<file path="src/hw/rtl/hflt_pkg.sv">
// Shared types, constants and a decode helper for the hex-float literal parser.
`timescale 1ns / 1ps
`default_nettype none
package hflt_pkg;

  // Default width of the signed exponent counters
  localparam int EXP_CNT_W_DEF = 20;

  // IEEE format constants
  localparam int FRAC_SP = 23;
  localparam int FRAC_DP = 52;
  localparam int BIAS_SP = 127;
  localparam int BIAS_DP = 1023;

  // Exponent value past which the result is surely infinity or zero
  localparam int EXP_STOP_SP = 2 * 128 + 64;
  localparam int EXP_STOP_DP = 2 * 1024 + 64;

  // Scanner phase, one-hot
  typedef enum logic [7:0] {
    PH_START          = 8'b0000_0001,
    PH_AFTER_SIGN     = 8'b0000_0010,
    PH_AFTER_ZERO     = 8'b0000_0100,
    PH_SIG_EMPTY      = 8'b0000_1000,
    PH_SIG            = 8'b0001_0000,
    PH_EXP_START      = 8'b0010_0000,
    PH_EXP_AFTER_SIGN = 8'b0100_0000,
    PH_EXP_DIGITS     = 8'b1000_0000
  } phase_t;

  // Flags of a finished literal handed to the rounding pipeline
  typedef struct packed {
    logic negative;
    logic sticky;
    logic pow_neg;
    logic ok;
    logic dbl;
  } snap_flags_t;

  // Decode a hex digit: bit 4 is valid, bits 3:0 the value
  function automatic logic [4:0] hex_decode(input logic [7:0] c);
    logic [4:0] r;
    r = 5'b0;
    if (c >= "0" && c <= "9") r = {1'b1, 4'(c - "0")};
    else if (c >= "a" && c <= "f") r = {1'b1, 4'(c - "a" + 8'd10)};
    else if (c >= "A" && c <= "F") r = {1'b1, 4'(c - "A" + 8'd10)};
    return r;
  endfunction

endpackage
`default_nettype wire

</file>
<file path="src/hw/rtl/hflt_intf.sv">
// Channel interfaces: character input, result output and format register write.
`timescale 1ns / 1ps
`default_nettype none
interface hflt_char_if;
  logic       valid;
  logic       ready;
  logic [7:0] text_char;
  logic       last_char;
  modport source (output valid, text_char, last_char, input ready);
  modport sink   (input valid, text_char, last_char, output ready);
endinterface

interface hflt_res_if;
  logic        valid;
  logic        ready;
  logic [63:0] float_bits;
  logic        parse_error;
  modport source (output valid, float_bits, parse_error, input ready);
  modport sink   (input valid, float_bits, parse_error, output ready);
endinterface

interface hflt_cfg_if;
  logic valid;
  logic ready;
  logic double_precision;
  modport source (output valid, double_precision, input ready);
  modport sink   (input valid, double_precision, output ready);
endinterface
`default_nettype wire

</file>
<file path="src/hw/rtl/hex_float_literal_to_ieee_bits.sv">
// Top level of the hex-float literal to IEEE bit pattern converter.
`timescale 1ns / 1ps
`default_nettype none
// Takes a literal such as -0x1.8p+3 one character per word and, for the word
// marked last, returns one IEEE single or double bit pattern (single in the
// low 32 bits) with parse_error set for malformed text or overflow. One
// character is accepted every cycle unless the stalled pipeline is full; the
// scanner updates its state in the cycle a word is taken, and a finished
// literal then passes a five-register rounding pipeline, with new literals
// streaming in behind it. A stalled output fills the pipeline and then holds
// off characters until the output drains. The format register is sampled per
// character and is always ready; write it only while idle.
module hex_float_literal_to_ieee_bits #(
  parameter int EXP_COUNTER_WIDTH = hflt_pkg::EXP_CNT_W_DEF
) (
  input  wire logic    clk,
  input  wire logic    rst_n,
  hflt_char_if.sink    in_ch,
  hflt_res_if.source   out_ch,
  hflt_cfg_if.sink     cfg_ch
);
  import hflt_pkg::*;

  localparam int W = EXP_COUNTER_WIDTH;

  logic                in_fire;
  logic                snap_v, snap_ready;
  logic [63:0]         snap_acc;
  logic signed [W-1:0] snap_dot, snap_pv;
  snap_flags_t         snap_flags;

  // Accept characters while the pipeline can take a finished literal
  assign in_ch.ready  = snap_ready;
  assign in_fire      = in_ch.valid && snap_ready;
  assign cfg_ch.ready = 1'b1;

  hflt_scan #(.W(W)) u_scan (
    .clk        (clk),
    .rst_n      (rst_n),
    .in_fire    (in_fire),
    .text_char  (in_ch.text_char),
    .last_char  (in_ch.last_char),
    .cfg_fire   (cfg_ch.valid),
    .cfg_dbl    (cfg_ch.double_precision),
    .snap_v     (snap_v),
    .snap_acc   (snap_acc),
    .snap_dot   (snap_dot),
    .snap_pv    (snap_pv),
    .snap_flags (snap_flags)
  );

  hflt_round #(.W(W)) u_round (
    .clk        (clk),
    .rst_n      (rst_n),
    .snap_v     (snap_v),
    .snap_acc   (snap_acc),
    .snap_dot   (snap_dot),
    .snap_pv    (snap_pv),
    .snap_flags (snap_flags),
    .snap_ready (snap_ready),
    .res_valid  (out_ch.valid),
    .res_ready  (out_ch.ready),
    .res_bits   (out_ch.float_bits),
    .res_err    (out_ch.parse_error)
  );

endmodule
`default_nettype wire

</file>
<file path="src/hw/rtl/hflt_scan.sv">
// Character scanner: grammar phase, significand accumulator and exponent counters.
`timescale 1ns / 1ps
`default_nettype none
module hflt_scan #(
  parameter int W = hflt_pkg::EXP_CNT_W_DEF
) (
  input  wire logic                 clk,
  input  wire logic                 rst_n,
  input  wire logic                 in_fire,
  input  wire logic [7:0]           text_char,
  input  wire logic                 last_char,
  input  wire logic                 cfg_fire,
  input  wire logic                 cfg_dbl,
  output logic                      snap_v,
  output logic [63:0]               snap_acc,
  output logic signed [W-1:0]       snap_dot,
  output logic signed [W-1:0]       snap_pv,
  output hflt_pkg::snap_flags_t     snap_flags
);
  import hflt_pkg::*;

  localparam logic signed [W+5:0] CMAX_X = (W+6)'((64'sd1 <<< (W-1)) - 64'sd1);
  localparam logic signed [W+5:0] CMIN_X = -CMAX_X - (W+6)'(1);

  // Clamp a widened count into the counter range
  function automatic logic signed [W-1:0] sat_cnt(input logic signed [W+5:0] v);
    logic signed [W-1:0] r;
    r = v[W-1:0];
    if (v > CMAX_X) r = CMAX_X[W-1:0];
    if (v < CMIN_X) r = CMIN_X[W-1:0];
    return r;
  endfunction

  phase_t              phase_r, phase_nxt;
  logic                neg_r, neg_nxt;
  logic [63:0]         acc_r, acc_nxt;
  logic signed [W-1:0] dot_r, dot_nxt;
  logic                pt_r, pt_nxt;
  logic                sticky_r, sticky_nxt;
  logic signed [W-1:0] pv_r, pv_nxt;
  logic                pneg_r, pneg_nxt;
  logic signed [W-1:0] pbias_r, pbias_nxt;
  logic                pstop_r, pstop_nxt;
  logic                err_r, err_nxt;
  logic                dbl_r;

  logic [4:0]          hx;
  logic                is_dec;
  logic [3:0]          dg;
  logic                do_exp;
  logic                acc_room;
  logic signed [W+5:0] pvx;
  logic signed [W:0]   pv_sum;
  logic signed [W:0]   stop_lim;

  // Format register
  always_ff @(posedge clk) begin
    if (!rst_n) begin
      dbl_r <= 1'b0;
    end else if (cfg_fire) begin
      dbl_r <= cfg_dbl;
    end
  end

  // Next parse state for one character
  always_comb begin
    phase_nxt  = phase_r;
    neg_nxt    = neg_r;
    acc_nxt    = acc_r;
    dot_nxt    = dot_r;
    pt_nxt     = pt_r;
    sticky_nxt = sticky_r;
    pv_nxt     = pv_r;
    pneg_nxt   = pneg_r;
    pbias_nxt  = pbias_r;
    pstop_nxt  = pstop_r;
    err_nxt    = err_r;
    do_exp     = 1'b0;
    hx         = hex_decode(text_char);
    is_dec     = text_char inside {["0":"9"]};
    dg         = text_char[3:0];
    acc_room   = dbl_r ? (acc_r[63:53] == '0) : (acc_r[63:24] == '0);
    pvx        = (W+6)'(pv_r);
    pv_sum     = '0;
    stop_lim   = dbl_r ? (W+1)'(EXP_STOP_DP) : (W+1)'(EXP_STOP_SP);
    if (!err_r) begin
      case (phase_r)
        PH_START: begin
          if (text_char == "-") begin
            neg_nxt   = 1'b1;
            phase_nxt = PH_AFTER_SIGN;
          end else if (text_char == "+") begin
            phase_nxt = PH_AFTER_SIGN;
          end else if (text_char == "0") begin
            phase_nxt = PH_AFTER_ZERO;
          end else begin
            err_nxt = 1'b1;
          end
        end
        PH_AFTER_SIGN: begin
          if (text_char == "0") phase_nxt = PH_AFTER_ZERO;
          else err_nxt = 1'b1;
        end
        PH_AFTER_ZERO: begin
          if (text_char == "x") phase_nxt = PH_SIG_EMPTY;
          else err_nxt = 1'b1;
        end
        PH_SIG_EMPTY, PH_SIG: begin
          if (text_char != "_") begin
            if (text_char == ".") begin
              if (pt_r) err_nxt = 1'b1;
              else pt_nxt = 1'b1;
            end else if (hx[4]) begin
              // Accumulate while there is room, else only track sticky and scale
              if (acc_room) begin
                acc_nxt = {acc_r[59:0], hx[3:0]};
                if (pt_r) dot_nxt = sat_cnt((W+6)'(dot_r) - (W+6)'(4));
              end else begin
                if (hx[3:0] != 4'd0) sticky_nxt = 1'b1;
                if (!pt_r) dot_nxt = sat_cnt((W+6)'(dot_r) + (W+6)'(4));
              end
              phase_nxt = PH_SIG;
            end else if ((text_char == "p" || text_char == "P") && phase_r == PH_SIG) begin
              pbias_nxt = dot_r;
              phase_nxt = PH_EXP_START;
            end else begin
              err_nxt = 1'b1;
            end
          end
        end
        PH_EXP_START: begin
          if (text_char == "-") begin
            pneg_nxt  = 1'b1;
            pbias_nxt = sat_cnt(-((W+6)'(dot_r)));
            phase_nxt = PH_EXP_AFTER_SIGN;
          end else if (text_char == "+") begin
            phase_nxt = PH_EXP_AFTER_SIGN;
          end else begin
            do_exp = 1'b1;
          end
        end
        PH_EXP_AFTER_SIGN, PH_EXP_DIGITS: do_exp = 1'b1;
        default: err_nxt = 1'b1;
      endcase
      // Exponent digits and separators
      if (do_exp) begin
        if (text_char == "_") begin
          if (phase_r == PH_EXP_START) phase_nxt = PH_EXP_AFTER_SIGN;
        end else if (is_dec) begin
          if (!pstop_r) begin
            pv_nxt = sat_cnt((pvx <<< 3) + (pvx <<< 1) + (W+6)'($signed({1'b0, dg})));
            pv_sum = (W+1)'(pv_nxt) + (W+1)'(pbias_r);
            if (pv_sum >= stop_lim) pstop_nxt = 1'b1;
          end
          phase_nxt = PH_EXP_DIGITS;
        end else begin
          err_nxt = 1'b1;
        end
      end
    end
  end

  // Hand the finished literal to the rounding pipeline
  always_comb begin
    snap_v              = in_fire && last_char;
    snap_acc            = acc_nxt;
    snap_dot            = dot_nxt;
    snap_pv             = pv_nxt;
    snap_flags.negative = neg_nxt;
    snap_flags.sticky   = sticky_nxt;
    snap_flags.pow_neg  = pneg_nxt;
    snap_flags.ok       = !err_nxt && (phase_nxt == PH_SIG || phase_nxt == PH_EXP_DIGITS);
    snap_flags.dbl      = dbl_r;
  end

  // Parse state: advance per word, clear after the last one
  always_ff @(posedge clk) begin
    if (!rst_n || (in_fire && last_char)) begin
      phase_r  <= PH_START;
      neg_r    <= 1'b0;
      acc_r    <= '0;
      dot_r    <= '0;
      pt_r     <= 1'b0;
      sticky_r <= 1'b0;
      pv_r     <= '0;
      pneg_r   <= 1'b0;
      pbias_r  <= '0;
      pstop_r  <= 1'b0;
      err_r    <= 1'b0;
    end else if (in_fire) begin
      phase_r  <= phase_nxt;
      neg_r    <= neg_nxt;
      acc_r    <= acc_nxt;
      dot_r    <= dot_nxt;
      pt_r     <= pt_nxt;
      sticky_r <= sticky_nxt;
      pv_r     <= pv_nxt;
      pneg_r   <= pneg_nxt;
      pbias_r  <= pbias_nxt;
      pstop_r  <= pstop_nxt;
      err_r    <= err_nxt;
    end
  end

endmodule
`default_nettype wire

</file>
<file path="src/hw/rtl/hflt_round.sv">
// Rounding pipeline: normalize, round to nearest even and pack IEEE bits.
`timescale 1ns / 1ps
`default_nettype none
module hflt_round #(
  parameter int W = hflt_pkg::EXP_CNT_W_DEF
) (
  input  wire logic                 clk,
  input  wire logic                 rst_n,
  input  wire logic                 snap_v,
  input  wire logic [63:0]          snap_acc,
  input  wire logic signed [W-1:0]  snap_dot,
  input  wire logic signed [W-1:0]  snap_pv,
  input  wire hflt_pkg::snap_flags_t snap_flags,
  output logic                      snap_ready,
  output logic                      res_valid,
  input  wire logic                 res_ready,
  output logic [63:0]               res_bits,
  output logic                      res_err
);
  import hflt_pkg::*;

  localparam int EW = W + 3;

  // Bit length of a 64-bit word by a six-step halving search
  function automatic logic [6:0] bit_len(input logic [63:0] v);
    logic [63:0] x;
    logic [6:0]  z;
    x = v;
    z = 7'd0;
    if (x[63:32] == '0) begin z = z + 7'd32; x = x << 32; end
    if (x[63:48] == '0) begin z = z + 7'd16; x = x << 16; end
    if (x[63:56] == '0) begin z = z + 7'd8;  x = x << 8;  end
    if (x[63:60] == '0) begin z = z + 7'd4;  x = x << 4;  end
    if (x[63:62] == '0) begin z = z + 7'd2;  x = x << 2;  end
    if (x[63] == 1'b0)  begin z = z + 7'd1; end
    return (v == '0) ? 7'd0 : 7'd64 - z;
  endfunction

  // Stage valids and load enables
  logic s1_v_r, s2_v_r, s3_v_r, s4_v_r, s5_v_r;
  logic ld1, ld2, ld3, ld4, ld5;

  assign ld5        = !s5_v_r || res_ready;
  assign ld4        = !s4_v_r || ld5;
  assign ld3        = !s3_v_r || ld4;
  assign ld2        = !s2_v_r || ld3;
  assign ld1        = !s1_v_r || ld2;
  assign snap_ready = ld1;

  always_ff @(posedge clk) begin
    if (!rst_n) begin
      s1_v_r <= 1'b0;
      s2_v_r <= 1'b0;
      s3_v_r <= 1'b0;
      s4_v_r <= 1'b0;
      s5_v_r <= 1'b0;
    end else begin
      if (ld1) s1_v_r <= snap_v;
      if (ld2) s2_v_r <= s1_v_r;
      if (ld3) s3_v_r <= s2_v_r;
      if (ld4) s4_v_r <= s3_v_r;
      if (ld5) s5_v_r <= s4_v_r;
    end
  end

  // Stage 1: capture the literal
  logic [63:0]         s1_acc_r;
  logic signed [W-1:0] s1_dot_r, s1_pv_r;
  snap_flags_t         s1_f_r;

  always_ff @(posedge clk) begin
    if (ld1) begin
      s1_acc_r <= snap_acc;
      s1_dot_r <= snap_dot;
      s1_pv_r  <= snap_pv;
      s1_f_r   <= snap_flags;
    end
  end

  // Stage 2: bit length and unbiased exponent
  logic [6:0]           nb_nxt;
  logic signed [EW-1:0] e_nxt, pvx;
  logic [63:0]          s2_acc_r;
  logic [6:0]           s2_nb_r;
  logic signed [EW-1:0] s2_e_r;
  snap_flags_t          s2_f_r;

  always_comb begin
    nb_nxt = bit_len(s1_acc_r);
    pvx    = EW'(s1_pv_r);
    e_nxt  = (s1_f_r.pow_neg ? -pvx : pvx) + EW'(s1_dot_r)
             + EW'($signed({1'b0, nb_nxt})) - EW'(1);
  end

  always_ff @(posedge clk) begin
    if (ld2) begin
      s2_acc_r <= s1_acc_r;
      s2_nb_r  <= nb_nxt;
      s2_e_r   <= e_nxt;
      s2_f_r   <= s1_f_r;
    end
  end

  // Stage 3: normal or subnormal, and the alignment shift
  logic signed [EW-1:0] bias3, frac3;
  logic signed [EW:0]   sh;
  logic                 norm_nxt;
  logic [63:0]          s3_acc_r;
  logic signed [EW-1:0] s3_e_r;
  logic                 s3_norm_r, s3_big_r, s3_pos_r, s3_zero_r;
  logic [5:0]           s3_amt_r;
  snap_flags_t          s3_f_r;

  always_comb begin
    bias3    = s2_f_r.dbl ? EW'(BIAS_DP) : EW'(BIAS_SP);
    frac3    = s2_f_r.dbl ? EW'(FRAC_DP) : EW'(FRAC_SP);
    norm_nxt = s2_e_r > -bias3;
    if (norm_nxt) begin
      sh = (EW+1)'($signed({1'b0, s2_nb_r})) - (EW+1)'(frac3) - (EW+1)'(1);
    end else begin
      sh = -(EW+1)'(bias3) - (EW+1)'(frac3) - (EW+1)'(s2_e_r)
           + (EW+1)'($signed({1'b0, s2_nb_r}));
    end
  end

  always_ff @(posedge clk) begin
    if (ld3) begin
      s3_acc_r  <= s2_acc_r;
      s3_e_r    <= s2_e_r;
      s3_norm_r <= norm_nxt;
      s3_big_r  <= sh > (EW+1)'(63);
      s3_pos_r  <= sh > (EW+1)'(0);
      s3_amt_r  <= (sh > (EW+1)'(0)) ? sh[5:0] : 6'(-sh);
      s3_zero_r <= (s2_nb_r == 7'd0);
      s3_f_r    <= s2_f_r;
    end
  end

  // Stage 4: align and find round and sticky bits
  logic [63:0]          q4;
  logic                 rb4, below4;
  logic [63:0]          s4_q_r;
  logic                 s4_inc_r, s4_norm_r, s4_zero_r;
  logic signed [EW-1:0] s4_e_r;
  snap_flags_t          s4_f_r;

  always_comb begin
    q4     = '0;
    rb4    = 1'b0;
    below4 = 1'b0;
    if (s3_big_r) begin
      q4 = '0;
    end else if (s3_pos_r) begin
      q4     = s3_acc_r >> s3_amt_r;
      rb4    = s3_acc_r[s3_amt_r - 6'd1];
      below4 = (s3_acc_r & ~({64{1'b1}} << (s3_amt_r - 6'd1))) != '0;
    end else begin
      q4 = s3_acc_r << s3_amt_r;
    end
  end

  always_ff @(posedge clk) begin
    if (ld4) begin
      s4_q_r    <= q4;
      s4_inc_r  <= rb4 && (below4 || s3_f_r.sticky || q4[0]);
      s4_norm_r <= s3_norm_r;
      s4_zero_r <= s3_zero_r;
      s4_e_r    <= s3_e_r;
      s4_f_r    <= s3_f_r;
    end
  end

  // Stage 5: round, renormalize, check overflow and pack
  logic [63:0]          q5, qn;
  logic signed [EW-1:0] e5, bias5;
  logic [10:0]          expf;
  logic [63:0]          sgn;
  logic [63:0]          bits5;
  logic                 err5;
  logic                 s5_dbl_r;

  always_comb begin
    q5    = s4_q_r + 64'(s4_inc_r);
    bias5 = s4_f_r.dbl ? EW'(BIAS_DP) : EW'(BIAS_SP);
    qn    = q5;
    e5    = s4_e_r;
    if (s4_f_r.dbl ? q5[53] : q5[24]) begin
      qn = q5 >> 1;
      e5 = s4_e_r + EW'(1);
    end
    expf  = 11'(e5 + bias5);
    sgn   = s4_f_r.dbl ? {s4_f_r.negative, 63'd0} : {32'd0, s4_f_r.negative, 31'd0};
    err5  = 1'b0;
    bits5 = sgn;
    if (!s4_f_r.ok) begin
      err5  = 1'b1;
      bits5 = '0;
    end else if (s4_zero_r) begin
      bits5 = sgn;
    end else if (!s4_norm_r) begin
      bits5 = s4_f_r.dbl ? {s4_f_r.negative, q5[62:0]} : {32'd0, s4_f_r.negative, q5[30:0]};
    end else if (e5 >= bias5 + EW'(1)) begin
      err5  = 1'b1;
      bits5 = '0;
    end else begin
      bits5 = s4_f_r.dbl ? {s4_f_r.negative, expf, qn[51:0]}
                         : {32'd0, s4_f_r.negative, expf[7:0], qn[22:0]};
    end
  end

  always_ff @(posedge clk) begin
    if (ld5) begin
      res_bits <= bits5;
      res_err  <= err5;
      s5_dbl_r <= s4_f_r.dbl;
    end
  end

  assign res_valid = s5_v_r;

  // An error result carries no bits
  a_err_zero: assert property (@(posedge clk) disable iff (!rst_n)
    res_valid && res_err |-> res_bits == '0)
    else $error("error result with nonzero bits");

  // Single format leaves the upper half clear
  a_single_hi: assert property (@(posedge clk) disable iff (!rst_n)
    res_valid && !s5_dbl_r |-> res_bits[63:32] == '0)
    else $error("single result with upper bits set");

  // A stalled result stays in the output register
  a_hold: assert property (@(posedge clk) disable iff (!rst_n)
    res_valid && !res_ready |=> res_valid && $stable(res_bits) && $stable(res_err))
    else $error("stalled result lost or changed");

  // A waiting stage 4 word is never dropped while the output stalls
  a_s4_keep: assert property (@(posedge clk) disable iff (!rst_n)
    s4_v_r && !ld5 |=> s4_v_r)
    else $error("stage 4 word dropped under stall");

endmodule
`default_nettype wire

</file>
<file path="src/flat_wrapper.sv">
// flat-port wrapper written by rule: the top's interface ports become plain ports
module hex_float_literal_to_ieee_bits_flat import hflt_pkg::*;
#(
  parameter int EXP_COUNTER_WIDTH = hflt_pkg::EXP_CNT_W_DEF
)
  (clk, rst_n, in_ch_valid, in_ch_text_char, in_ch_last_char, in_ch_ready, out_ch_valid, out_ch_float_bits, out_ch_parse_error, out_ch_ready, cfg_ch_valid, cfg_ch_double_precision, cfg_ch_ready);
  hflt_char_if in_ch_i ();
  hflt_res_if out_ch_i ();
  hflt_cfg_if cfg_ch_i ();
  input  wire logic clk;
  input  wire logic rst_n;
  input wire logic [$bits(in_ch_i.valid)-1:0] in_ch_valid;
  input wire logic [$bits(in_ch_i.text_char)-1:0] in_ch_text_char;
  input wire logic [$bits(in_ch_i.last_char)-1:0] in_ch_last_char;
  output wire logic [$bits(in_ch_i.ready)-1:0] in_ch_ready;
  output wire logic [$bits(out_ch_i.valid)-1:0] out_ch_valid;
  output wire logic [$bits(out_ch_i.float_bits)-1:0] out_ch_float_bits;
  output wire logic [$bits(out_ch_i.parse_error)-1:0] out_ch_parse_error;
  input wire logic [$bits(out_ch_i.ready)-1:0] out_ch_ready;
  input wire logic [$bits(cfg_ch_i.valid)-1:0] cfg_ch_valid;
  input wire logic [$bits(cfg_ch_i.double_precision)-1:0] cfg_ch_double_precision;
  output wire logic [$bits(cfg_ch_i.ready)-1:0] cfg_ch_ready;
  assign in_ch_i.valid = in_ch_valid;
  assign in_ch_i.text_char = in_ch_text_char;
  assign in_ch_i.last_char = in_ch_last_char;
  assign in_ch_ready = in_ch_i.ready;
  assign out_ch_valid = out_ch_i.valid;
  assign out_ch_float_bits = out_ch_i.float_bits;
  assign out_ch_parse_error = out_ch_i.parse_error;
  assign out_ch_i.ready = out_ch_ready;
  assign cfg_ch_i.valid = cfg_ch_valid;
  assign cfg_ch_i.double_precision = cfg_ch_double_precision;
  assign cfg_ch_ready = cfg_ch_i.ready;
  hex_float_literal_to_ieee_bits #(.EXP_COUNTER_WIDTH(EXP_COUNTER_WIDTH)) u_core (.clk(clk), .rst_n(rst_n), .in_ch(in_ch_i), .out_ch(out_ch_i), .cfg_ch(cfg_ch_i));
endmodule
</file>
<file path="config.mk">
export PLATFORM = sky130hd
export DESIGN_NAME = hex_float_literal_to_ieee_bits_flat
export DESIGN_NICKNAME = d
export VERILOG_FILES = /design/src/hw/rtl/hflt_pkg.sv /design/src/hw/rtl/hflt_intf.sv /design/src/hw/rtl/hex_float_literal_to_ieee_bits.sv /design/src/hw/rtl/hflt_scan.sv /design/src/hw/rtl/hflt_round.sv /design/src/flat_wrapper.sv
export SDC_FILE = /design/constraint.sdc
export NUM_CORES = 2
export LEC_CHECK = 0
export BUFFER_PORTS_ARGS = -buffer_cell sky130_fd_sc_hd__buf_4
export CORE_MARGIN = 2
export CORE_UTILIZATION = 65
export DETAILED_ROUTE_END_ITERATION = 6
export PLACE_DENSITY = 0.8
export SYNTH_ARGS = -nofsm -noshare
export SYNTH_HDL_FRONTEND = slang
export SYNTH_SLANG_ARGS = --single-unit
</file>
<file path="constraint.sdc">
create_clock -name clk -period 17.4 [get_ports clk]
set_clock_uncertainty 0.2 [all_clocks]
set_input_delay 0.87 -clock clk [delete_from_list [all_inputs] [get_ports clk]]
set_output_delay 0.87 -clock clk [all_outputs]
set_load 0.005 [all_outputs]
</file>
# == Yosys cells after proc, flatten, opt, wreduce, memory -nomap -nowiden ==
# Index checks and enable logic that the tools add are counted.
# op_classes
n_addsub,34
order_cmp,20
eq_ne,24
shift,3
n_mux,130
bitwise,4
n_reduce_logical,43
# op_table
operator,count
64-bit two-way mux,17
20-bit two-way mux,31
8-bit two-way mux,15
64-bit AND,1
64-bit zero test,1
64-bit NOT,1
64-bit nonzero test,1
64-bit by 6-bit left shift with 63-bit output,1
"64-bit by 6-bit left shift with 64-bit output, first input constant",1
64-bit by 6-bit >> shifter with 63-bit output,1
63-bit by 1-bit adder with 63-bit output,1
63-bit two-way mux,1
52-bit two-way mux,1
23-bit two-way mux,2
"21-bit by 20-bit greater-than comparator with 1-bit output, second input constant",2
"21-bit by 20-bit < comparator with 1-bit output, second input constant",2
1-bit two-way mux,42
7-bit two-way mux,6
"8-bit by 6-bit == test with 1-bit output, second input constant",5
"8-bit by 7-bit == test with 1-bit output, second input constant",5
40-bit zero test,1
20-bit case mux with 2 select lines,1
8-bit case mux with 5 select lines,1
32-bit zero test,1
76 further kinds,117
# word_totals
reg_bits,609
in_bits,15
output_inout_bits,68
wordCells,312

# == Logic depth before layout (Yosys ltp) ==
# logic_depth
word_depth,16
ltp_mapped,33
mapped_depth_nobuf,31

# == Hierarchy ==
# Synthesis repeated with hierarchy kept, for this count alone.
# hier_totals
cells_unflattened,4804
area_unflattened_um2,43659.4
# by_module_without_submodules
mod,n_inst,cells_each,area_per_inst_um2,seq_area_each_um2
hflt_round,1,3069,31732.9,14063.5
hflt_scan,1,1732,11908.9,2782.7
hex_float_literal_to_ieee_bits,1,3,17.5,0.0

# == Worst setup path before layout ==
# OpenSTA, ideal clock, no wires.
# synth_path
path_type,input to register
start,input port out_ch_ready
end,register u_core.u_scan.pv_r[10]
setup_time_ns,0.074
arrival_ns,7.793
t_required_ns,17.126
slack_ns,9.333
cell_stages,13
path_buffers,3
cell_sequence,nor2b_1 > and2_1 > nand2_1 > nor2_1 > nand2_1 > and2_1 > clkbuf_1 > nand2_1 > nand2_1 > or4_1 > clkbuf_1 > clkbuf_1 > o21ai_0
# synth_via
elab_chain_cells,8
# synth_lines
element,line_no,source
start: declaration,flat_wrapper.sv:19,input wire logic [$bits(out_ch_i.ready)-1:0] out_ch_ready;
1-bit logical OR (*),hflt_round.sv:43,assign ld5 = !s5_v_r || res_ready;
1-bit logical OR (*),hflt_round.sv:44,assign ld4 = !s4_v_r || ld5;
1-bit logical OR (*),hflt_round.sv:45,assign ld3 = !s3_v_r || ld4;
via u_core.u_round.ld3,hflt_round.sv:41,"logic ld1, ld2, ld3, ld4, ld5;"
1-bit logical OR (*),hflt_round.sv:46,assign ld2 = !s2_v_r || ld3;
1-bit logical OR (*),hflt_round.sv:47,assign ld1 = !s1_v_r || ld2;
via in_ch_ready,flat_wrapper.sv:15,output wire logic [$bits(in_ch_i.ready)-1:0] in_ch_ready;
1-bit logical AND (*),hex_float_literal_to_ieee_bits.sv:34,assign in_fire = in_ch.valid && snap_ready;
1-bit logical AND,hflt_scan.sv:178,if (!rst_n || (in_fire && last_char)) begin
1-bit logical OR,hflt_scan.sv:178,
end signal: assignment,hflt_scan.sv:197,pv_r <= pv_nxt;
end: declaration,hflt_scan.sv:40,"logic signed [W-1:0] pv_r, pv_nxt;"
# The timed path passes the listed nets; every way through them passes the cells marked *.
# A chain may end at the register's enable or synchronous reset.

# == Final worst setup path ==
# layout_path
start,register u_core.u_round.s1_acc_r[17]
end,"register u_core.u_round.s2_e_r[19], data pin"
# layout_via
elab_chain_cells,15
elab_cells_between_ends,23
classes_between,7 x add/sub; 11 x mux; 5 x reduce/logical
# layout_lines
element,line_no,source
start: declaration,hflt_round.sv:67,logic [63:0] s1_acc_r;
start signal: assignment,hflt_round.sv:73,s1_acc_r <= snap_acc;
64-bit two-way mux,hflt_round.sv:30,if (x[63:32] == '0) begin z = z + 7'd32; x = x << 32; end
16-bit zero test,hflt_round.sv:31,if (x[63:48] == '0) begin z = z + 7'd16; x = x << 16; end
7-bit two-way mux or 64-bit two-way mux (tied branches),hflt_round.sv:31,
7-bit by 4-bit adder with 7-bit output or 8-bit zero test (tied branches),hflt_round.sv:32,if (x[63:56] == '0) begin z = z + 7'd8; x = x << 8; end
7-bit two-way mux or 64-bit two-way mux (tied branches),hflt_round.sv:32,
7-bit by 3-bit adder with 7-bit output or 4-bit zero test (tied branches),hflt_round.sv:33,if (x[63:60] == '0) begin z = z + 7'd4; x = x << 4; end
7-bit two-way mux or 64-bit two-way mux (tied branches),hflt_round.sv:33,
7-bit by 2-bit adder with 7-bit output or 2-bit zero test (tied branches),hflt_round.sv:34,if (x[63:62] == '0) begin z = z + 7'd2; x = x << 2; end
7-bit two-way mux,hflt_round.sv:34,
7-bit by 1-bit adder with 7-bit output,hflt_round.sv:35,if (x[63] == 1'b0) begin z = z + 7'd1; end
7-bit two-way mux,hflt_round.sv:35,
7-bit subtractor,hflt_round.sv:36,return (v == '0) ? 7'd0 : 7'd64 - z;
7-bit two-way mux (*),hflt_round.sv:36,
23-bit by 8-bit adder with 23-bit output (*),hflt_round.sv:92,"+ EW'($signed({1'b0, nb_nxt})) - EW'(1);"
23-bit by 2-bit subtractor with 23-bit output (*),hflt_round.sv:92,
via u_core.u_round.e_nxt[19],hflt_round.sv:82,"logic signed [EW-1:0] e_nxt, pvx;"
end signal: assignment,hflt_round.sv:99,s2_e_r <= e_nxt;
end: declaration,hflt_round.sv:85,logic signed [EW-1:0] s2_e_r;
# Marks and branches as above.

==> results.sh <==
export IMPL_status="finished with violations"
export IMPL_failed_checks="DRC"
export IMPL_setup_viol=0
export IMPL_initial_core_util=0.654
export IMPL_drt_first_pass_iters=7
export IMPL_io_buffers=81
export IMPL_relSlewSlack=0.183
export IMPL_viasPerCell=6.59
export IMPL_clkLatencyLatePin_ns=0.62
export IMPL_cts_buffers=66
export IMPL_async_reset_ff_frac=0
export IMPL_path_max_fanout=12
export IMPL_rsz0062_at_grt="false"
export IMPL_fin_setup_tns_ns=0
export IMPL_fp_dieH_um=261
export IMPL_period_share=0.443
export IMPL_cts_tree="built"
export IMPL_area_growth_pct=7.69
export IMPL_holdPathStages=0
export IMPL_layout_min_cycle_time_ns=7.70
export IMPL_route_detailed_drc=3
export IMPL_overflow=0
export IMPL_worst_pin_slew_ns=1.21
export IMPL_dp_hpwl_um=92500
export IMPL_peakVddDrop_v=0.000101
export IMPL_worstHoldPathType="register to register"
export IMPL_drt_initial_drc_count=4606
export IMPL_clkTransAtPathRegs_ns=0.07
export IMPL_num_rows=94
export IMPL_finalPower_w=0.00576
export IMPL_clock_sinks=609
export IMPL_synth_top_cell_by_area="edfxtp_1"
export IMPL_die_x_um=261
export IMPL_synth_most_common_cell="nand2_1"
export IMPL_ys_top_cells_by_area="edfxtp_1 (33%), dfxtp_1 (6.7%), ha_1 (5.9%), mux2i_1 (5.7%), nand2_1 (5.2%)"
export IMPL_nFillCells=5078
export IMPL_core_area_sq_mm=0.0655
export IMPL_crit_type="register to register"
export IMPL_cts_max_level=3
export IMPL_die_area_sq_mm=0.0680
export IMPL_grt_use_total=0.363
export IMPL_wl_per_cell_um=22.1
export IMPL_ys_seq_area_frac=0.393
export IMPL_synthFlopType="edfxtp_1"
export IMPL_p_per_area_mw_per_mm2=125
export IMPL_wl_um=125000
export IMPL_synth_edf_count=465
export IMPL_setup_worst_path_start_class="register"
export IMPL_worstPathArrival_ns=7.86
export IMPL_cts_buffer_depth=3
export IMPL_ys_ff_latch=609
export IMPL_nets=4994
export IMPL_root_buffer="clkbuf_16"
export IMPL_cp_end_kind="register"
export IMPL_ys_warnings_count=0
export IMPL_syn_avg_cell_area_sq_um=8.82
export IMPL_antenna_left=0
export IMPL_cp_data_required_time_ns=17.56
export IMPL_synthCells=4858
export IMPL_netlist_area_sq_mm=0.0428
export IMPL_gp_congestion=1.01
export IMPL_grt_pass1_vias=33966
export IMPL_cts_setup_buffers=0
export IMPL_leakage_nw=18.8
export IMPL_syn_nets=5091
export IMPL_synth_commonest_cells="nand2_1 (599), nor2_1 (576), edfxtp_1 (465), a21oi_1 (411), o21ai_0 (307)"
export IMPL_max_cap_violations=0
export IMPL_vias=37436
export IMPL_hold_viol=0
export IMPL_grt_max_degree=158
export IMPL_reg2reg_depth=26
export IMPL_fmax_mhz=130
export IMPL_synth_top_area_frac=0.326
export IMPL_boundaryPins=83
export IMPL_cts_hold_buf=0
export IMPL_grt_first_pass_wirelength_um=193000
export IMPL_drive_gt1_frac=0.0806
export IMPL_cts_resized=0
export IMPL_antenna_found_initial=1
export IMPL_synth_cell_types=92
export IMPL_finalMaxSlewViolations=0
[per-stage QoR]
step                area, sq um  utilization  std cells  setup WS [ns]  hold slack (ns)
finish                    46100        0.704       5680           9.70            0.206
global route              46100        0.704       5679           9.06            0.214
CTS                       46100        0.704       5679           9.78            0.203
detailed placement        43900        0.670       5557           9.25            0.205
global placement          43900        0.670       5557           9.34            0.201
floorplan                 42800            -       4858           9.33            0.200
[registers in the layout, summed over array words and instances (netlist names), 23 cells and up]
register	count
u_core.u_round.s4_e_r	23
u_core.u_round.s1_acc_r	64
u_core.u_round.s3_acc_r	64
u_core.u_round.s4_q_r	63
u_core.u_round.s2_e_r	23
u_core.u_round.s3_e_r	23
u_core.u_round.s2_acc_r	64
u_core.u_scan.acc_r	64
u_core.u_round.res_bits	64
[placed cells by master, fill, tap and decap left out, types with 11 or more instances in the layout]
cell	Yosys	layout
a31oi_1	52	52
inv_1	201	198
clkbuf_1	246	11
nor2b_1	25	25
mux2_2	50	50
clkbuf_16	0	66
and2_1	28	28
xnor2_1	108	107
ha_1	203	203
nand3_1	99	99
a21oi_1	411	411
dfxtp_1	144	144
o21a_1	28	28
or2_2	17	17
a22oi_1	54	54
mux4_2	46	46
a21boi_0	11	11
fa_1	15	15
o22ai_1	85	85
xor2_1	82	82
o211ai_1	50	50
nand2b_1	89	89
buf_4	2	134
nand4_1	43	43
nor4_1	44	43
and3_1	41	41
a211oi_1	36	36
or4_1	16	16
nand2_1	599	594
mux2i_1	245	245
nor3_1	99	99
o31ai_1	24	24
edfxtp_1	465	465
nor2_1	576	574
o21bai_1	16	16
or3_1	22	22
a21o_1	40	40
o21ai_0	307	307
[power by group]
| part | internal (W) | switching [W] | leakage [nW] |
|---|---|---|---|
| sequential | 0.00167 | 0.000101 | 6.65 |
| clock | 0.000844 | 0.000604 | 1.08 |
| combinational | 0.000848 | 0.00169 | 11.1 |
| total | 0.00336 | 0.00240 | 18.8 |
[cell type report]
| type | instances | area [sq um] | area share |
|---|---|---|---|
| Clock buffer | 83 | 1780 | 0.0385 |
| Sequential cell | 609 | 16800 | 0.365 |
| Timing Repair Buffer | 135 | 1030 | 0.0222 |
| Inverter | 207 | 783 | 0.0170 |
| Tap cell | 864 | 1080 | 0.0234 |
| Antenna cell | 1 | 2.50 | 0.0000542 |
| Multi-Input combinational cell | 3742 | 24100 | 0.523 |
| Clock inverter | 39 | 478 | 0.0104 |
[final timing paths]
kind                                                            start                                   to  slack, ns
worst min register to register     u_core.u_round.s3_f_r[1]$_DFFE_PP_   u_core.u_round.s4_f_r[1]$_DFFE_PP_       0.21
worst min-delay path               u_core.u_round.s3_f_r[1]$_DFFE_PP_   u_core.u_round.s4_f_r[1]$_DFFE_PP_       0.21
worst max register to register  u_core.u_round.s1_acc_r[17]$_DFFE_PN_  u_core.u_round.s2_e_r[19]$_DFFE_PP_       9.70
worst max-delay path            u_core.u_round.s1_acc_r[17]$_DFFE_PN_  u_core.u_round.s2_e_r[19]$_DFFE_PP_       9.70
[worst max-delay path: stages (launching register included)]
cell      delay, ns
edfxtp_1       0.44
nor4_1         0.68
and2_1         0.36
o21ai_0        0.11
buf_4          0.19
o21ai_0        0.38
o311ai_0       0.25
nand4b_1       0.24
o21bai_1       0.10
a211o_1        0.34
o21ai_0        0.28
ha_1           0.31
fa_1           0.54
inv_1          0.04
ha_1           0.21
fa_1           0.40
a21o_1         0.20
a21oi_1        0.23
o21bai_1       0.09
a21oi_1        0.23
o21ai_0        0.20
a41oi_1        0.35
a21oi_1        0.14
a211oi_1       0.48
o21bai_1       0.12
a21oi_1        0.19
xnor2_1        0.09
[metal layers]
metal  track usage  wire length [um]  vias up
met5             0                 0        -
met4         0.153              5870        0
met3        0.0577             12200      314
met2         0.578             56700     2085
met1         0.494             50400    17562
li1              -                 -    17475
[logic make-up after synthesis]
| logic type | after synthesis | synth area share |
|---|---|---|
| adder cells (fa/ha/maj) | 219 | 0.0665 |
| AND/OR/NAND/NOR | 1746 | 0.184 |
| flip-flops | 609 | 0.393 |
| AO/OA/AOI/OAI | 1244 | 0.177 |
| XOR/XNOR | 190 | 0.0388 |
| multiplexers | 342 | 0.0951 |
| other | 1 | 0.0000875 |
| buffers and inverters | 507 | 0.0448 |
(Power assumes the default switching activity.)
